**config.mk**
```make
export PLATFORM = sky130hd
export DESIGN_NAME = braid_word_rewrite_engine_core
export DESIGN_NICKNAME = d
export VERILOG_FILES = /design/src/rtl/bwr_pkg.sv /design/src/rtl/braid_word_rewrite_engine_core.sv /design/src/rtl/bwr_cell.sv /design/src/rtl/bwr_chain.sv
export SDC_FILE = /design/constraint.sdc
export NUM_CORES = 1
export LEC_CHECK = 0
export BUFFER_PORTS_ARGS = -buffer_cell sky130_fd_sc_hd__clkbuf_2
export CAP_MARGIN = 20
export CORE_MARGIN = 4
export CORE_UTILIZATION = 58
export DETAILED_ROUTE_END_ITERATION = 8
export PLACE_DENSITY = 0.77
export SYNTH_ARGS = -nofsm -noshare
export SYNTH_HDL_FRONTEND = slang
export SYNTH_HIERARCHICAL = 1
export SYNTH_SLANG_ARGS = --single-unit
```
**constraint.sdc**
```tcl
create_clock -name clk -period 8.3 [get_ports clk]
set_input_delay 0.415 -clock clk [delete_from_list [all_inputs] [get_ports clk]]
set_output_delay 0.415 -clock clk [all_outputs]
set_load 0.1 [all_outputs]
```
**src/rtl/bwr_pkg.sv**
```systemverilog
`timescale 1ns / 1ps
package bwr_pkg;

    localparam int MAX_LEN = 64;
    localparam int LEN_W   = $clog2(MAX_LEN + 1);
    localparam int IDX_W   = $clog2(MAX_LEN);
    localparam int EXT_W   = LEN_W + 1;

    typedef logic signed [7:0] elem_t;
    typedef logic [6:0]        mag_t;

    // request codes
    localparam logic [3:0] RQ_CLEAR  = 4'd0;
    localparam logic [3:0] RQ_APPEND = 4'd1;
    localparam logic [3:0] RQ_READ   = 4'd2;
    localparam logic [3:0] RQ_ROTL   = 4'd3;
    localparam logic [3:0] RQ_ROTR   = 4'd4;
    localparam logic [3:0] RQ_REL1   = 4'd5;
    localparam logic [3:0] RQ_REL2   = 4'd6;
    localparam logic [3:0] RQ_CONJ   = 4'd7;
    localparam logic [3:0] RQ_STAB   = 4'd8;
    localparam logic [3:0] RQ_DESTAB = 4'd9;
    localparam logic [3:0] RQ_PAIR   = 4'd10;
    localparam logic [3:0] RQ_TEST   = 4'd11;
    localparam logic [3:0] RQ_LIST   = 4'd12;

    // status codes
    localparam logic [1:0] ST_OK     = 2'd0;
    localparam logic [1:0] ST_NOPERF = 2'd1;
    localparam logic [1:0] ST_BADIDX = 2'd2;
    localparam logic [1:0] ST_OVF    = 2'd3;

    typedef enum logic [1:0] {
        CK_REL1,
        CK_REL2,
        CK_DESTAB,
        CK_PAIR
    } ck_t;

    typedef struct packed {
        logic [3:0] req_type;
        logic [6:0] position;
        elem_t      gen_value;
        logic [1:0] check_kind;
        logic       top_side;
        logic       inverse_gen;
        logic [6:0] strands;
    } req_t;

    typedef struct packed {
        logic [1:0] status;
        logic       flag;
        elem_t      elem_value;
        logic [6:0] word_length;
        logic       last;
    } rsp_t;

    // one command to the cell chain per cycle
    typedef struct packed {
        logic             shift;
        logic             wr;
        logic [IDX_W-1:0] idx;
        elem_t            data;
    } chain_cmd_t;

    function automatic mag_t mag(elem_t x);
        logic [7:0] t;
        t = x[7] ? 8'(-x) : 8'(x);
        return t[6:0];
    endfunction

    function automatic elem_t signed_mag(logic neg, mag_t m);
        elem_t t;
        t = elem_t'({1'b0, m});
        return neg ? elem_t'(-t) : t;
    endfunction

    // performability of a move with the window a, b, c at its position
    function automatic logic chk(ck_t kind, elem_t a, elem_t b, elem_t c,
                                 logic [LEN_W-1:0] n, logic [6:0] strands,
                                 logic [1:0] cnt_b, logic [1:0] cnt_t);
        mag_t ma;
        mag_t mb;
        mag_t mc;
        logic r1;
        logic r2;
        logic dst;
        logic pr;
        logic res;
        ma  = mag(a);
        mb  = mag(b);
        mc  = mag(c);
        r1  = (n >= LEN_W'(3)) && (ma == mc)
            && ((8'(mb) == 8'(ma) + 8'd1) || (8'(ma) == 8'(mb) + 8'd1))
            && !((b[7] != a[7]) && (b[7] != c[7]));
        r2  = (ma >= mb) ? ((ma - mb) >= 7'd2) : ((mb - ma) >= 7'd2);
        dst = ((strands != 7'd0) && (ma == strands - 7'd1) && (cnt_b == 2'd1))
            || ((ma == 7'd1) && (cnt_t == 2'd1));
        pr  = (a == elem_t'(-b));
        case (kind)
            CK_REL1:   res = r1;
            CK_REL2:   res = r2;
            CK_DESTAB: res = dst;
            default:   res = pr;
        endcase
        return res;
    endfunction

endpackage

```
**src/rtl/braid_word_rewrite_engine_core.sv**
```systemverilog
`timescale 1ns / 1ps
// Braid word rewrite engine. The word sits in a row of cells with element 0 at
// the head; scans, rewrites and rotations turn the word through the head, one
// element per cycle. Clear and append respond without a turn. Read, test,
// relation, conjugate, stabilize, destabilize and pair removal first scan the
// word (n the word length) to look at the neighborhood of the position and
// count magnitudes; moves that pass their checks then rewrite it in a second
// turn, which pauses for each inserted element. Rotation reduces the amount
// modulo n by repeated subtraction, then turns the word one step at a time,
// up to n-1 steps, and then responds. A list request scans once and then
// gives one flagged beat per cycle while the output is not stalled. Only one
// request is in flight; the next is taken when the last beat of the current
// one sits in the output register.
module braid_word_rewrite_engine_core
    import bwr_pkg::*;
(
    input  logic clk,
    input  logic rst_n,
    input  logic req_valid,
    output logic req_stall,
    input  req_t req,
    output logic rsp_valid,
    input  logic rsp_stall,
    output rsp_t rsp
);

    typedef enum logic [2:0] {
        S_IDLE,
        S_MOD,
        S_ROT,
        S_SCAN,
        S_WORK,
        S_RESP
    } state_t;

    state_t           state_reg, state_next;
    logic [LEN_W-1:0] len_reg, len_next;
    logic [LEN_W-1:0] n_reg, n_next;
    logic [LEN_W-1:0] k_reg, k_next;
    logic [LEN_W-1:0] rc_reg, rc_next;
    logic [1:0]       ins_reg, ins_next;
    logic [6:0]       r_reg, r_next;
    logic [3:0]       rq_reg, rq_next;
    logic [6:0]       pos_reg, pos_next;
    elem_t            gv_reg, gv_next;
    ck_t              kind_reg, kind_next;
    logic             top_reg, top_next;
    logic             inv_reg, inv_next;
    logic [6:0]       strands_reg, strands_next;
    logic [1:0]       st_reg, st_next;
    logic             fl_reg, fl_next;
    elem_t            el_reg, el_next;
    elem_t            a_reg, a_next;
    elem_t            b_reg, b_next;
    elem_t            c_reg, c_next;
    logic [1:0]       cntb_reg, cntb_next;
    logic [1:0]       cntt_reg, cntt_next;
    logic             big_reg, big_next;
    logic             rsp_valid_reg, rsp_valid_next;
    rsp_t             rsp_reg, rsp_next;

    chain_cmd_t       cmd;
    elem_t            head, nb1_raw, nb1, nb2;
    logic             slot_free;
    logic             gv_ok;
    logic             pf;
    ck_t              op_kind;
    logic [LEN_W-1:0] j_idx, i2_idx;
    logic             k_is_pos, k_is_j, k_is_i2;
    logic [1:0]       need;
    elem_t            ins_val;
    logic             pop;
    elem_t            rot_val;
    elem_t            x0, x1, x2;
    mag_t             mh;
    logic             wrap;

    bwr_chain u_chain (
        .clk  (clk),
        .cmd  (cmd),
        .head (head),
        .nb1  (nb1_raw),
        .nb2  (nb2)
    );

    // a one-element word is its own successor
    assign nb1       = (len_reg == LEN_W'(1)) ? head : nb1_raw;
    assign slot_free = !rsp_valid_reg || !rsp_stall;
    assign gv_ok     = (req.gen_value != 8'sd0) && (req.gen_value != -8'sd128);
    assign mh        = mag(head);

    // cyclic successors of the position
    always_comb
    begin
        if (EXT_W'(pos_reg) + EXT_W'(1) == EXT_W'(n_reg))
        begin
            j_idx = '0;
        end
        else
        begin
            j_idx = LEN_W'(pos_reg) + LEN_W'(1);
        end
        if (j_idx + LEN_W'(1) == n_reg)
        begin
            i2_idx = '0;
        end
        else
        begin
            i2_idx = j_idx + LEN_W'(1);
        end
    end

    assign k_is_pos = (EXT_W'(k_reg) == EXT_W'(pos_reg));
    assign k_is_j   = (k_reg == j_idx);
    assign k_is_i2  = (k_reg == i2_idx);

    // move kind that a rewrite request checks
    always_comb
    begin
        case (rq_reg)
            RQ_REL1:   op_kind = CK_REL1;
            RQ_REL2:   op_kind = CK_REL2;
            RQ_DESTAB: op_kind = CK_DESTAB;
            RQ_PAIR:   op_kind = CK_PAIR;
            default:   op_kind = kind_reg;
        endcase
    end

    assign pf = chk(op_kind, a_reg, b_reg, c_reg, n_reg, strands_reg, cntb_reg, cntt_reg);

    // relation 1 replacement values
    assign x0 = signed_mag(c_reg[7], mag(b_reg));
    assign x1 = signed_mag(b_reg[7], mag(a_reg));
    assign x2 = signed_mag(a_reg[7], mag(b_reg));

    assign wrap = (EXT_W'(pos_reg) == EXT_W'(n_reg) + EXT_W'(1));

    // insertions due before original element k
    always_comb
    begin
        need    = 2'd0;
        ins_val = gv_reg;
        case (rq_reg)
            RQ_CONJ:
            begin
                if (wrap)
                begin
                    need    = 2'((k_reg == '0) ? 1 : 0) + 2'((k_reg == n_reg) ? 1 : 0);
                    ins_val = ((k_reg == '0) && (ins_reg == 2'd0)) ? elem_t'(-gv_reg) : gv_reg;
                end
                else
                begin
                    need    = k_is_pos ? 2'd2 : 2'd0;
                    ins_val = (ins_reg == 2'd0) ? gv_reg : elem_t'(-gv_reg);
                end
            end
            RQ_STAB:
            begin
                need = k_is_pos ? 2'd1 : 2'd0;
                if (top_reg)
                begin
                    ins_val = inv_reg ? -8'sd1 : 8'sd1;
                end
                else
                begin
                    ins_val = signed_mag(inv_reg, strands_reg);
                end
            end
            default:
            begin
                need = 2'd0;
            end
        endcase
    end

    // removal and rewritten value of original element k
    always_comb
    begin
        pop     = 1'b0;
        rot_val = head;
        case (rq_reg)
            RQ_REL1:
            begin
                if (k_is_pos)
                begin
                    rot_val = x0;
                end
                else if (k_is_j)
                begin
                    rot_val = x1;
                end
                else if (k_is_i2)
                begin
                    rot_val = x2;
                end
            end
            RQ_REL2:
            begin
                if (k_is_pos)
                begin
                    rot_val = b_reg;
                end
                else if (k_is_j)
                begin
                    rot_val = a_reg;
                end
            end
            RQ_STAB:
            begin
                if (top_reg)
                begin
                    rot_val = head[7] ? head - 8'sd1 : head + 8'sd1;
                end
            end
            RQ_DESTAB:
            begin
                pop = k_is_pos;
                if (mag(a_reg) == 7'd1)
                begin
                    rot_val = head[7] ? head + 8'sd1 : head - 8'sd1;
                end
            end
            RQ_PAIR:
            begin
                pop = k_is_pos || k_is_j;
            end
            default:
            begin
                rot_val = head;
            end
        endcase
    end

    // sequencer
    always_comb
    begin
        state_next     = state_reg;
        len_next       = len_reg;
        n_next         = n_reg;
        k_next         = k_reg;
        rc_next        = rc_reg;
        ins_next       = ins_reg;
        r_next         = r_reg;
        rq_next        = rq_reg;
        pos_next       = pos_reg;
        gv_next        = gv_reg;
        kind_next      = kind_reg;
        top_next       = top_reg;
        inv_next       = inv_reg;
        strands_next   = strands_reg;
        st_next        = st_reg;
        fl_next        = fl_reg;
        el_next        = el_reg;
        a_next         = a_reg;
        b_next         = b_reg;
        c_next         = c_reg;
        cntb_next      = cntb_reg;
        cntt_next      = cntt_reg;
        big_next       = big_reg;
        rsp_valid_next = rsp_valid_reg;
        rsp_next       = rsp_reg;
        cmd            = '0;

        if (rsp_valid_reg && !rsp_stall)
        begin
            rsp_valid_next = 1'b0;
        end

        unique case (state_reg)
            S_IDLE:
            begin
                if (req_valid)
                begin
                    rq_next      = req.req_type;
                    pos_next     = req.position;
                    gv_next      = req.gen_value;
                    kind_next    = ck_t'(req.check_kind);
                    top_next     = req.top_side;
                    inv_next     = req.inverse_gen;
                    strands_next = req.strands;
                    n_next       = len_reg;
                    k_next       = '0;
                    ins_next     = 2'd0;
                    r_next       = req.position;
                    st_next      = ST_OK;
                    fl_next      = 1'b0;
                    el_next      = '0;
                    cntb_next    = 2'd0;
                    cntt_next    = 2'd0;
                    big_next     = 1'b0;
                    state_next   = S_RESP;
                    unique case (req.req_type) inside
                        RQ_CLEAR:
                        begin
                            len_next = '0;
                        end
                        RQ_APPEND:
                        begin
                            if ((EXT_W'(len_reg) >= EXT_W'(MAX_LEN)) || !gv_ok)
                            begin
                                st_next = ST_OVF;
                            end
                            else
                            begin
                                cmd.wr   = 1'b1;
                                cmd.idx  = IDX_W'(len_reg);
                                cmd.data = req.gen_value;
                                len_next = len_reg + LEN_W'(1);
                            end
                        end
                        RQ_ROTL, RQ_ROTR:
                        begin
                            if (len_reg != '0)
                            begin
                                state_next = S_MOD;
                            end
                        end
                        RQ_READ, RQ_REL1, RQ_REL2, RQ_DESTAB, RQ_PAIR, RQ_TEST:
                        begin
                            if (EXT_W'(req.position) >= EXT_W'(len_reg))
                            begin
                                st_next = ST_BADIDX;
                            end
                            else
                            begin
                                state_next = S_SCAN;
                            end
                        end
                        RQ_CONJ:
                        begin
                            if (EXT_W'(req.position) > EXT_W'(len_reg) + EXT_W'(1))
                            begin
                                st_next = ST_BADIDX;
                            end
                            else if ((EXT_W'(len_reg) + EXT_W'(2) > EXT_W'(MAX_LEN)) || !gv_ok)
                            begin
                                st_next = ST_OVF;
                            end
                            else
                            begin
                                state_next = S_SCAN;
                            end
                        end
                        RQ_STAB:
                        begin
                            if (EXT_W'(req.position) > EXT_W'(len_reg))
                            begin
                                st_next = ST_BADIDX;
                            end
                            else if ((EXT_W'(len_reg) + EXT_W'(1) > EXT_W'(MAX_LEN))
                                     || (!req.top_side && (req.strands == 7'd0)))
                            begin
                                st_next = ST_OVF;
                            end
                            else
                            begin
                                state_next = S_SCAN;
                            end
                        end
                        RQ_LIST:
                        begin
                            if (len_reg != '0)
                            begin
                                state_next = S_SCAN;
                            end
                        end
                        default:
                        begin
                            st_next = ST_NOPERF;
                        end
                    endcase
                end
            end

            // rotation amount modulo the length
            S_MOD:
            begin
                if (EXT_W'(r_reg) >= EXT_W'(n_reg))
                begin
                    r_next = r_reg - 7'(n_reg);
                end
                else
                begin
                    if (rq_reg == RQ_ROTL)
                    begin
                        rc_next = LEN_W'(r_reg);
                    end
                    else
                    begin
                        rc_next = (r_reg == 7'd0) ? '0 : n_reg - LEN_W'(r_reg);
                    end
                    k_next     = '0;
                    state_next = S_ROT;
                end
            end

            S_ROT:
            begin
                if (k_reg == rc_reg)
                begin
                    state_next = S_RESP;
                end
                else
                begin
                    cmd.shift = 1'b1;
                    cmd.wr    = 1'b1;
                    cmd.idx   = IDX_W'(len_reg - LEN_W'(1));
                    cmd.data  = head;
                    k_next    = k_reg + LEN_W'(1);
                end
            end

            // full turn: capture the window at the position, count magnitudes
            S_SCAN:
            begin
                if (k_reg == n_reg)
                begin
                    k_next     = '0;
                    ins_next   = 2'd0;
                    state_next = S_WORK;
                    case (rq_reg) inside
                        RQ_READ:
                        begin
                            el_next    = a_reg;
                            state_next = S_RESP;
                        end
                        RQ_TEST:
                        begin
                            fl_next    = pf;
                            state_next = S_RESP;
                        end
                        RQ_REL1, RQ_REL2, RQ_DESTAB, RQ_PAIR:
                        begin
                            if (!pf)
                            begin
                                st_next    = ST_NOPERF;
                                state_next = S_RESP;
                            end
                        end
                        RQ_STAB:
                        begin
                            if (top_reg && big_reg)
                            begin
                                st_next    = ST_OVF;
                                state_next = S_RESP;
                            end
                        end
                        default:
                        begin
                            state_next = S_WORK;
                        end
                    endcase
                end
                else
                begin
                    cmd.shift = 1'b1;
                    cmd.wr    = 1'b1;
                    cmd.idx   = IDX_W'(len_reg - LEN_W'(1));
                    cmd.data  = head;
                    k_next    = k_reg + LEN_W'(1);
                    if (k_is_pos)
                    begin
                        a_next = head;
                        b_next = nb1;
                        c_next = nb2;
                    end
                    if ((strands_reg != 7'd0) && (mh == strands_reg - 7'd1)
                        && (cntb_reg != 2'd2))
                    begin
                        cntb_next = cntb_reg + 2'd1;
                    end
                    if ((mh == 7'd1) && (cntt_reg != 2'd2))
                    begin
                        cntt_next = cntt_reg + 2'd1;
                    end
                    if (mh == 7'd127)
                    begin
                        big_next = 1'b1;
                    end
                end
            end

            S_WORK:
            begin
                if (rq_reg == RQ_LIST)
                begin
                    // one flagged beat per element
                    if (slot_free)
                    begin
                        cmd.shift           = 1'b1;
                        cmd.wr              = 1'b1;
                        cmd.idx             = IDX_W'(len_reg - LEN_W'(1));
                        cmd.data            = head;
                        rsp_valid_next      = 1'b1;
                        rsp_next.status     = ST_OK;
                        rsp_next.flag       = chk(kind_reg, head, nb1, nb2, n_reg,
                                                  strands_reg, cntb_reg, cntt_reg);
                        rsp_next.elem_value = '0;
                        rsp_next.word_length = 7'(len_reg);
                        rsp_next.last       = (k_reg + LEN_W'(1) == n_reg);
                        k_next              = k_reg + LEN_W'(1);
                        if (k_reg + LEN_W'(1) == n_reg)
                        begin
                            state_next = S_IDLE;
                        end
                    end
                end
                else if (ins_reg < need)
                begin
                    cmd.wr   = 1'b1;
                    cmd.idx  = IDX_W'(len_reg);
                    cmd.data = ins_val;
                    len_next = len_reg + LEN_W'(1);
                    ins_next = ins_reg + 2'd1;
                end
                else if (k_reg == n_reg)
                begin
                    state_next = S_RESP;
                end
                else if (pop)
                begin
                    cmd.shift = 1'b1;
                    len_next  = len_reg - LEN_W'(1);
                    k_next    = k_reg + LEN_W'(1);
                    ins_next  = 2'd0;
                end
                else
                begin
                    cmd.shift = 1'b1;
                    cmd.wr    = 1'b1;
                    cmd.idx   = IDX_W'(len_reg - LEN_W'(1));
                    cmd.data  = rot_val;
                    k_next    = k_reg + LEN_W'(1);
                    ins_next  = 2'd0;
                end
            end

            S_RESP:
            begin
                if (slot_free)
                begin
                    rsp_valid_next       = 1'b1;
                    rsp_next.status      = st_reg;
                    rsp_next.flag        = fl_reg;
                    rsp_next.elem_value  = el_reg;
                    rsp_next.word_length = 7'(len_reg);
                    rsp_next.last        = 1'b1;
                    state_next           = S_IDLE;
                end
            end

            default:
            begin
                state_next = S_IDLE;
            end
        endcase
    end

    // state and registered outputs
    always_ff @(posedge clk or negedge rst_n)
    begin
        if (!rst_n)
        begin
            state_reg     <= S_IDLE;
            len_reg       <= '0;
            n_reg         <= '0;
            k_reg         <= '0;
            rc_reg        <= '0;
            ins_reg       <= 2'd0;
            r_reg         <= '0;
            rq_reg        <= RQ_CLEAR;
            pos_reg       <= '0;
            gv_reg        <= '0;
            kind_reg      <= CK_REL1;
            top_reg       <= 1'b0;
            inv_reg       <= 1'b0;
            strands_reg   <= '0;
            st_reg        <= ST_OK;
            fl_reg        <= 1'b0;
            el_reg        <= '0;
            a_reg         <= '0;
            b_reg         <= '0;
            c_reg         <= '0;
            cntb_reg      <= 2'd0;
            cntt_reg      <= 2'd0;
            big_reg       <= 1'b0;
            rsp_valid_reg <= 1'b0;
            rsp_reg       <= '0;
        end
        else
        begin
            state_reg     <= state_next;
            len_reg       <= len_next;
            n_reg         <= n_next;
            k_reg         <= k_next;
            rc_reg        <= rc_next;
            ins_reg       <= ins_next;
            r_reg         <= r_next;
            rq_reg        <= rq_next;
            pos_reg       <= pos_next;
            gv_reg        <= gv_next;
            kind_reg      <= kind_next;
            top_reg       <= top_next;
            inv_reg       <= inv_next;
            strands_reg   <= strands_next;
            st_reg        <= st_next;
            fl_reg        <= fl_next;
            el_reg        <= el_next;
            a_reg         <= a_next;
            b_reg         <= b_next;
            c_reg         <= c_next;
            cntb_reg      <= cntb_next;
            cntt_reg      <= cntt_next;
            big_reg       <= big_next;
            rsp_valid_reg <= rsp_valid_next;
            rsp_reg       <= rsp_next;
        end
    end

    assign req_stall = (state_reg != S_IDLE);
    assign rsp_valid = rsp_valid_reg;
    assign rsp       = rsp_reg;

    // word never outgrows the chain
    a_len_cap: assert property (@(posedge clk) disable iff (!rst_n)
        EXT_W'(len_reg) <= EXT_W'(MAX_LEN))
        else $error("word length beyond chain capacity");

    // a scan turn leaves the length alone
    a_scan_len: assert property (@(posedge clk) disable iff (!rst_n)
        (state_reg == S_SCAN) |=> (len_reg == $past(len_reg)))
        else $error("length changed during scan");

    // only list beats may be non-final, and they carry no error or element
    a_mid_beat: assert property (@(posedge clk) disable iff (!rst_n)
        (rsp_valid && !rsp.last) |-> ((rsp.status == ST_OK) && (rsp.elem_value == 8'sd0)))
        else $error("bad non-final beat");

    // an accepted request makes the block busy in the next cycle
    a_busy: assert property (@(posedge clk) disable iff (!rst_n)
        (req_valid && !req_stall) |=> req_stall)
        else $error("request accepted without going busy");

endmodule

```
**src/rtl/bwr_cell.sv**
```systemverilog
`timescale 1ns / 1ps
module bwr_cell
    import bwr_pkg::*;
(
    input  logic  clk,
    input  logic  shift,
    input  logic  wr,
    input  elem_t wdata,
    input  elem_t right,
    output elem_t q
);

    elem_t q_reg;

    // load new element, else take the right neighbor on a shift
    always_ff @(posedge clk)
    begin
        if (wr)
        begin
            q_reg <= wdata;
        end
        else if (shift)
        begin
            q_reg <= right;
        end
    end

    assign q = q_reg;

endmodule

```
**src/rtl/bwr_chain.sv**
```systemverilog
`timescale 1ns / 1ps
module bwr_chain
    import bwr_pkg::*;
(
    input  logic       clk,
    input  chain_cmd_t cmd,
    output elem_t      head,
    output elem_t      nb1,
    output elem_t      nb2
);

    elem_t q [MAX_LEN];

    // row of cells, element 0 at the head
    for (genvar i = 0; i < MAX_LEN; i++)
    begin : g_cell
        elem_t nbr;
        logic  wr_here;

        if (i == MAX_LEN - 1)
        begin : g_end
            assign nbr = '0;
        end
        else
        begin : g_mid
            assign nbr = q[i+1];
        end

        assign wr_here = cmd.wr && (cmd.idx == IDX_W'(i));

        bwr_cell u_cell (
            .clk   (clk),
            .shift (cmd.shift),
            .wr    (wr_here),
            .wdata (cmd.data),
            .right (nbr),
            .q     (q[i])
        );
    end

    assign head = q[0];
    assign nb1  = q[1];
    assign nb2  = q[2];

endmodule
```
# Word level (Yosys, flattened, before mapping)
# Cells that the tools add are included.
[totals] reg_bits=642 in_bits=34
[op_classes] order_cmp=15 mux=277 bitwise_logic=2 reduce_logical=202 eq_ne=156 add_sub_neg=36
[op_table] op="two-way mux 8 bit" n=150
[op_table] op="== test 6 bit, second input constant" n=32
[op_table] op="two-way mux 7 bit" n=26
[op_table] op="nonzero test 2 bit" n=68
[op_table] op="== test 6 x 5 -> 1 bit, second input constant" n=16
[op_table] op="logical AND 1 bit" n=85
[op_table] op="two-way mux 16 bit" n=5
[op_table] op="== test 7 bit" n=11
[op_table] op="two-way mux 15 bit" n=5
[op_table] op="case mux 15 bit (4 select lines)" n=1
[op_table] op="two-way mux 19 bit" n=3
[op_table] op="adder 7 x 1 -> 8 bit, second input constant" n=7
[op_table] op="two-way mux 3 bit" n=17
[op_table] op="two-way mux 2 bit" n=25
[op_table] op="== test 6 x 4 -> 1 bit, second input constant" n=8
[op_table] op="case mux 7 bit (2 select lines)" n=3
[op_table] op="subtractor 7 bit" n=6
[op_table] op="== test 4 bit, second input constant" n=10
[op_table] op="== test 7 x 8 -> 1 bit" n=5
[op_table] op="inequality test 2 bit, second input constant" n=20
[op_table] op="case mux 19 bit (2 select lines)" n=1
[op_table] op="greater-or-equal comparator 7 x 2 -> 1 bit, second input constant" n=5
[op_table] op="case mux 7 bit (5 select lines)" n=1
[op_table] op="case mux 8 bit (2 select lines)" n=2
[op_table] op="other kinds (67)" n=176

# Logic depth before layout (Yosys ltp)
[logic_depth] word_depth=19 ltp_mapped=25 ltp_nobuf=23

# By module
# The synthesis kept the hierarchy.
[modules_own_cells] module="bwr_cell" cells_each=18 n_inst=64 area_per_inst_um2=377.9 seq_area_each_um2=240.2
[modules_own_cells] module="braid_word_rewrite_engine_core" cells_each=1987 n_inst=1 area_per_inst_um2=14948.1 seq_area_each_um2=3253.1
[modules_own_cells] module="bwr_chain" cells_each=94 n_inst=1 area_per_inst_um2=473.0 seq_area_each_um2=0.0

# Worst setup path before layout
# No wires, ideal clock.
[synth_path] kind="register to register" startpoint="register pos_reg[0]" endpoint="register u_chain.g_cell[0].u_cell.q_reg[1] (data pin)" t_arrival_ns=8.456 stages_incl_launch_ff=23 n_path_buf=3 setup_slack_ns=-0.315 setup_ns=0.158 period_less_slack_ns=8.615 cell_sequence="dfrtp_1 ha_1 buf_4 nand3_2 or3_1 a21oi_1 nor3_4 buf_2 nor2_1 ha_1 inv_2 or4_4 o211a_2 or2_1 a211oi_4 nand4_4 o211a_1 or2_0 clkbuf_1 a311oi_1 a211oi_1 o31ai_1 mux2_4"
[synth_rtl] item="from (decl)" line="braid_word_rewrite_engine_core.sv:44" text="logic [6:0] pos_reg, pos_next;"
[synth_rtl] item="from (signal assigned)" line="braid_word_rewrite_engine_core.sv:600" text="pos_reg <= pos_next;"
[synth_rtl] item="to (signal assigned)" line="bwr_cell.sv:20" text="q_reg <= wdata;"
[synth_rtl] item="to (signal assigned)" line="bwr_cell.sv:24" text="q_reg <= right;"
[synth_rtl] item="to (decl)" line="bwr_cell.sv:13" text="elem_t q_reg;"

==> metrics.md <==
| Metric | Value |
|---|---|
| Routed length per instance | `roughly 26 µm` |
| Post-synth EDFFs | `512` |
| HPWL Detailed | `slightly above 70000 µm` |
| P_leak | `about 17 nW` |
| Initial antenna violation count | `2` |
| CTS tree | `done` |
| Clock share of power | `0.197` |
| Largest net degree at the start of global routing | `70` |
| Max incr delay on CP | `0.78 ns` |
| Post-synth top area share | `0.3882` |
| NetSw | `just over 7 mW` |
| Top FF cell, synth | `edfxtp_1` |
| Cell variety after synth | `roughly 110` |
| Ys async rst share | `0.2025` |
| Sequential power share | `0.309` |
| Post-synthesis register bit count | `642` |
| Setup WS post-layout | `0.9066 ns` |
| Fin crit share | `0.8908` |
| Cell Chain, Critical Path | `nand3_1 > or3_1 > a2111o_1 > a2111oi_2 > and2_1 > o21ai_0 > ha_1 > o21ai_0 > a31oi_1 > a211oi_1 > buf_4 > nand2b_1 > nand4b_1 > buf_4 > and2_1 > or3_1 > o21ai_1 > or4b_1 > nor2_1 > buf_4 > or2_1` |
| Syn_area_per_cell | `between 10 and 15 µm²` |
| Grt total ovfl | `0` |
| Initial Util | `0.5876` |
| First-pass GRT wire length | `about 160000 µm` |
| Status | `finished clean` |
| Drc violations | `0` |
| Tmin final | `7.393 ns` |
| Largest register FFs | `~510` |
| Share of cells above drive strength 1 | `0.2593` |
| PostCTS Resize Cnt | `0` |
| Final antenna-violating net count | `0` |
| Via count | `around 27000` |
| Critical Path AT | `7.68 ns` |
| Gr usage total | `0.2877` |
| Worst slew pin tran | `between 1 and 1.5 ns` |
| Max-Cap Viols | `0` |
| CTS root buffer | `clkbuf_16` |
| Sw Ratio | `0.4321` |
| Clock Pin Slew Worst Setup and Hold Paths | `0.06 ns` |
| Pre-CTS WS | `approximately 1.1 ns` |
| Pre-antenna DRT Iters | `8` |
| Total die area | `approximately 73000 µm²` |
| Post-CTS Setup Inserts | `0` |
| Via density | `between 6 and 7` |
| Gate power share | `0.494` |
| H-tree depth | `3` |
| Worst endpoint required time | `roughly 8.6 ns` |
| Port bufs | `54` |
| Core Area | `about 67000 µm²` |
| Routing usage on met2 | `0.4593` |
| Top post-synthesis cells by count | `512 x edfxtp_1, 512 x mux2_4, 258 x nand2_1` |
| Vias in the first global route | `about 27000` |
| Mux cell area share after synthesis | `0.2039` |
| Die height | `269.3 µm` |
| Main combinational cell family by area after synthesis | `multiplexers` |
| Worst Hold Class | `in2reg` |
| Clock sinks | `between 600 and 700` |
| Total wire length | `108100 µm` |
| Slowest cell on the critical path | `dfrtp_1` |
| Cell repeated most along the worst path | `buf_4` |
| Max Clock Freq | `roughly 0.14 GHz` |
| Area after DPL | `between 40000 and 50000 µm²` |
| Die width | `269.3 µm` |
| Global routing met1 resource utilization | `0.3972` |
| Latest clock arrival within the worst-skew pair | `between 0.6 and 0.7 ns` |
| Internal power | `about 9.4 mW` |
| Fin. Hold Viols | `0` |
| Max clock buf depth | `3` |
| Post-Synth Simple-Gate Area | `0.1125` |
| Max-slew violations | `0` |
| Endpoint class of the critical path | `register` |
| Gr busiest metal | `met2` |
| Sequential share of the synthesized area | `0.4704` |
| Final hold slack | `roughly 0.021 ns` |
| Peak supply drop | `272.3 µV` |
| Nets | `about 3400` |
| Mapped Area | `~40000 µm²` |
| Area Overhead vs Synth | `9.114%` |
| Total CTS buffers | `70` |
| Area contributors post-synth | `edfxtp_1 39%, mux2_4 19%, dfrtp_1 8.2%` |
| Post-synthesis adder-cell area fraction | `0.02957` |
| Synth area leader | `edfxtp_1` |
| Fin cells | `4221` |
| Worst rel slew slack | `0.2244` |
| WS Path Type | `reg2reg` |
| Setup TNS Final | `0 ns` |
| Row count | `95` |
| Unrepaired setup endpoints after global routing | `no` |
| Boundary Pins | `55` |
| Synth Area in Compound Gates | `0.09193` |
| Initial DRC Count | `~3300` |
| CP max FO | `16` |
| Met3 Use GR | `0.05814` |
| Gp weighted congestion | `around 1.0` |
| Pwr dens | `between 300 and 400 nW/µm²` |
| Cells after synthesis | `roughly 3200` |
| Clock Skews | `~0.042 ns` |
| Post-Synth XOR/XNOR Area | `0.04856` |
| Fin area | `43210 µm²` |
| Placed Cells incl. Taps | `roughly 4000` |
| CP Launch Type | `register` |
| Ys Warns | `6` |
| Setup violators final | `0` |
## cells by family after synthesis
logic type                 count (synthesis)
other                                      1
AOI/OAI and AO/OA                        549
muxes                                    548
DFF                                      642
adders and majority gates                 90
buffers and inverters                    305
and+or+nand+nor                          893
xor gates and xnor gates                 205
## worst max-delay path, delay by kind of cell (launching register included)
family	cells	cell delay [ns]
buffers and inverters	3	0.70
flip-flops	1	0.78
adder cells (fa/ha/maj)	1	0.36
AO/OA/AOI/OAI	7	2.17
AND/OR/NAND/NOR	10	3.02
## cell usage in the layout (no fill, tap or decap), drive strengths merged, types with 10 or more instances in the layout
cell | netlist | final
mux2i | 17 | 17
nand4 | 25 | 25
dfrtp | 130 | 130
o211ai | 14 | 14
a31oi | 24 | 24
and3 | 12 | 12
inv | 108 | 111
nor4 | 28 | 28
bufinv | 0 | 10
or2 | 78 | 78
clkbuf | 88 | 134
clkinv | 5 | 33
o21a | 17 | 17
edfxtp | 512 | 512
a221oi | 10 | 10
xnor2 | 145 | 145
a22o | 10 | 10
nand2b | 29 | 29
nand2 | 258 | 258
nor2 | 210 | 210
xor2 | 53 | 53
buf | 104 | 118
and2 | 13 | 13
a22oi | 13 | 13
o21ai | 169 | 169
a21oi | 115 | 115
nor3 | 59 | 59
nand3 | 69 | 69
ha | 84 | 84
a211oi | 18 | 18
or3 | 30 | 30
nor2b | 33 | 33
o22ai | 16 | 16
mux2 | 531 | 531
o31ai | 27 | 27
## power groups by stage
stage / sequential [mW] / clock [mW] / combinational [mW]
finish: 5.14 / 3.27 / 8.21
global route: 5.21 / 3.45 / 8.79
CTS: 5.12 / 3.32 / 8.04
detailed placement: 5.15 / 0 / 7.97
global placement: 5.13 / 0 / 7.72
floorplan: 4.83 / 0 / 5.93
## per-stage QoR
stage                 util  power (mW)
floorplan                -       10.76
global placement    0.6052       12.85
detailed placement  0.6052       13.12
CTS                 0.6409       16.48
global route        0.6412       17.45
finish              0.6412       16.62
## timing repair
action | CTS | global route
setup endpoints to repair | 0 | 0
hold buffers | 2 | 0
endpoints found under the hold margin | 69 | 0
## final timing paths
kind                           start                        endpoint  slack [ns]  cells past startpoint
setup / recovery            n_reg[4]  u_chain/g_cell[40].u_cell/q[1]        0.91                     21
hold / removal                req[3]                  strands_reg[3]        0.02                      3
setup reg to reg            n_reg[4]  u_chain/g_cell[40].u_cell/q[1]        0.91                     21
hold reg to reg            st_reg[1]                         rsp[18]        0.47                      2
max in group asynchronous      rst_n                        n_reg[5]        6.60                      3
min in group asynchronous      rst_n                       el_reg[7]        0.39                      2
## routing by layer
layer	vias up	share of wire	wire length, µm
met5	-	0.00012	13
li1	12010	-	-
met3	264	0.095	10290
met2	1481	0.46	49960
met1	13660	0.41	44050
met4	2	0.035	3773
## layout make-up
cell class / count / area [µm²]
fillers: 4778 / 24180
multi-input cells: 2293 / 19380
flip-flops and latches: 642 / 18630
clock buffers: 81 / 1793
repair buffers: 173 / 1300
well taps: 873 / 1092
clock inverters: 45 / 594.3
inverters: 113 / 425.4
diodes: 1 / 2.502
No activity file was read; power rests on OpenSTA's default activity.
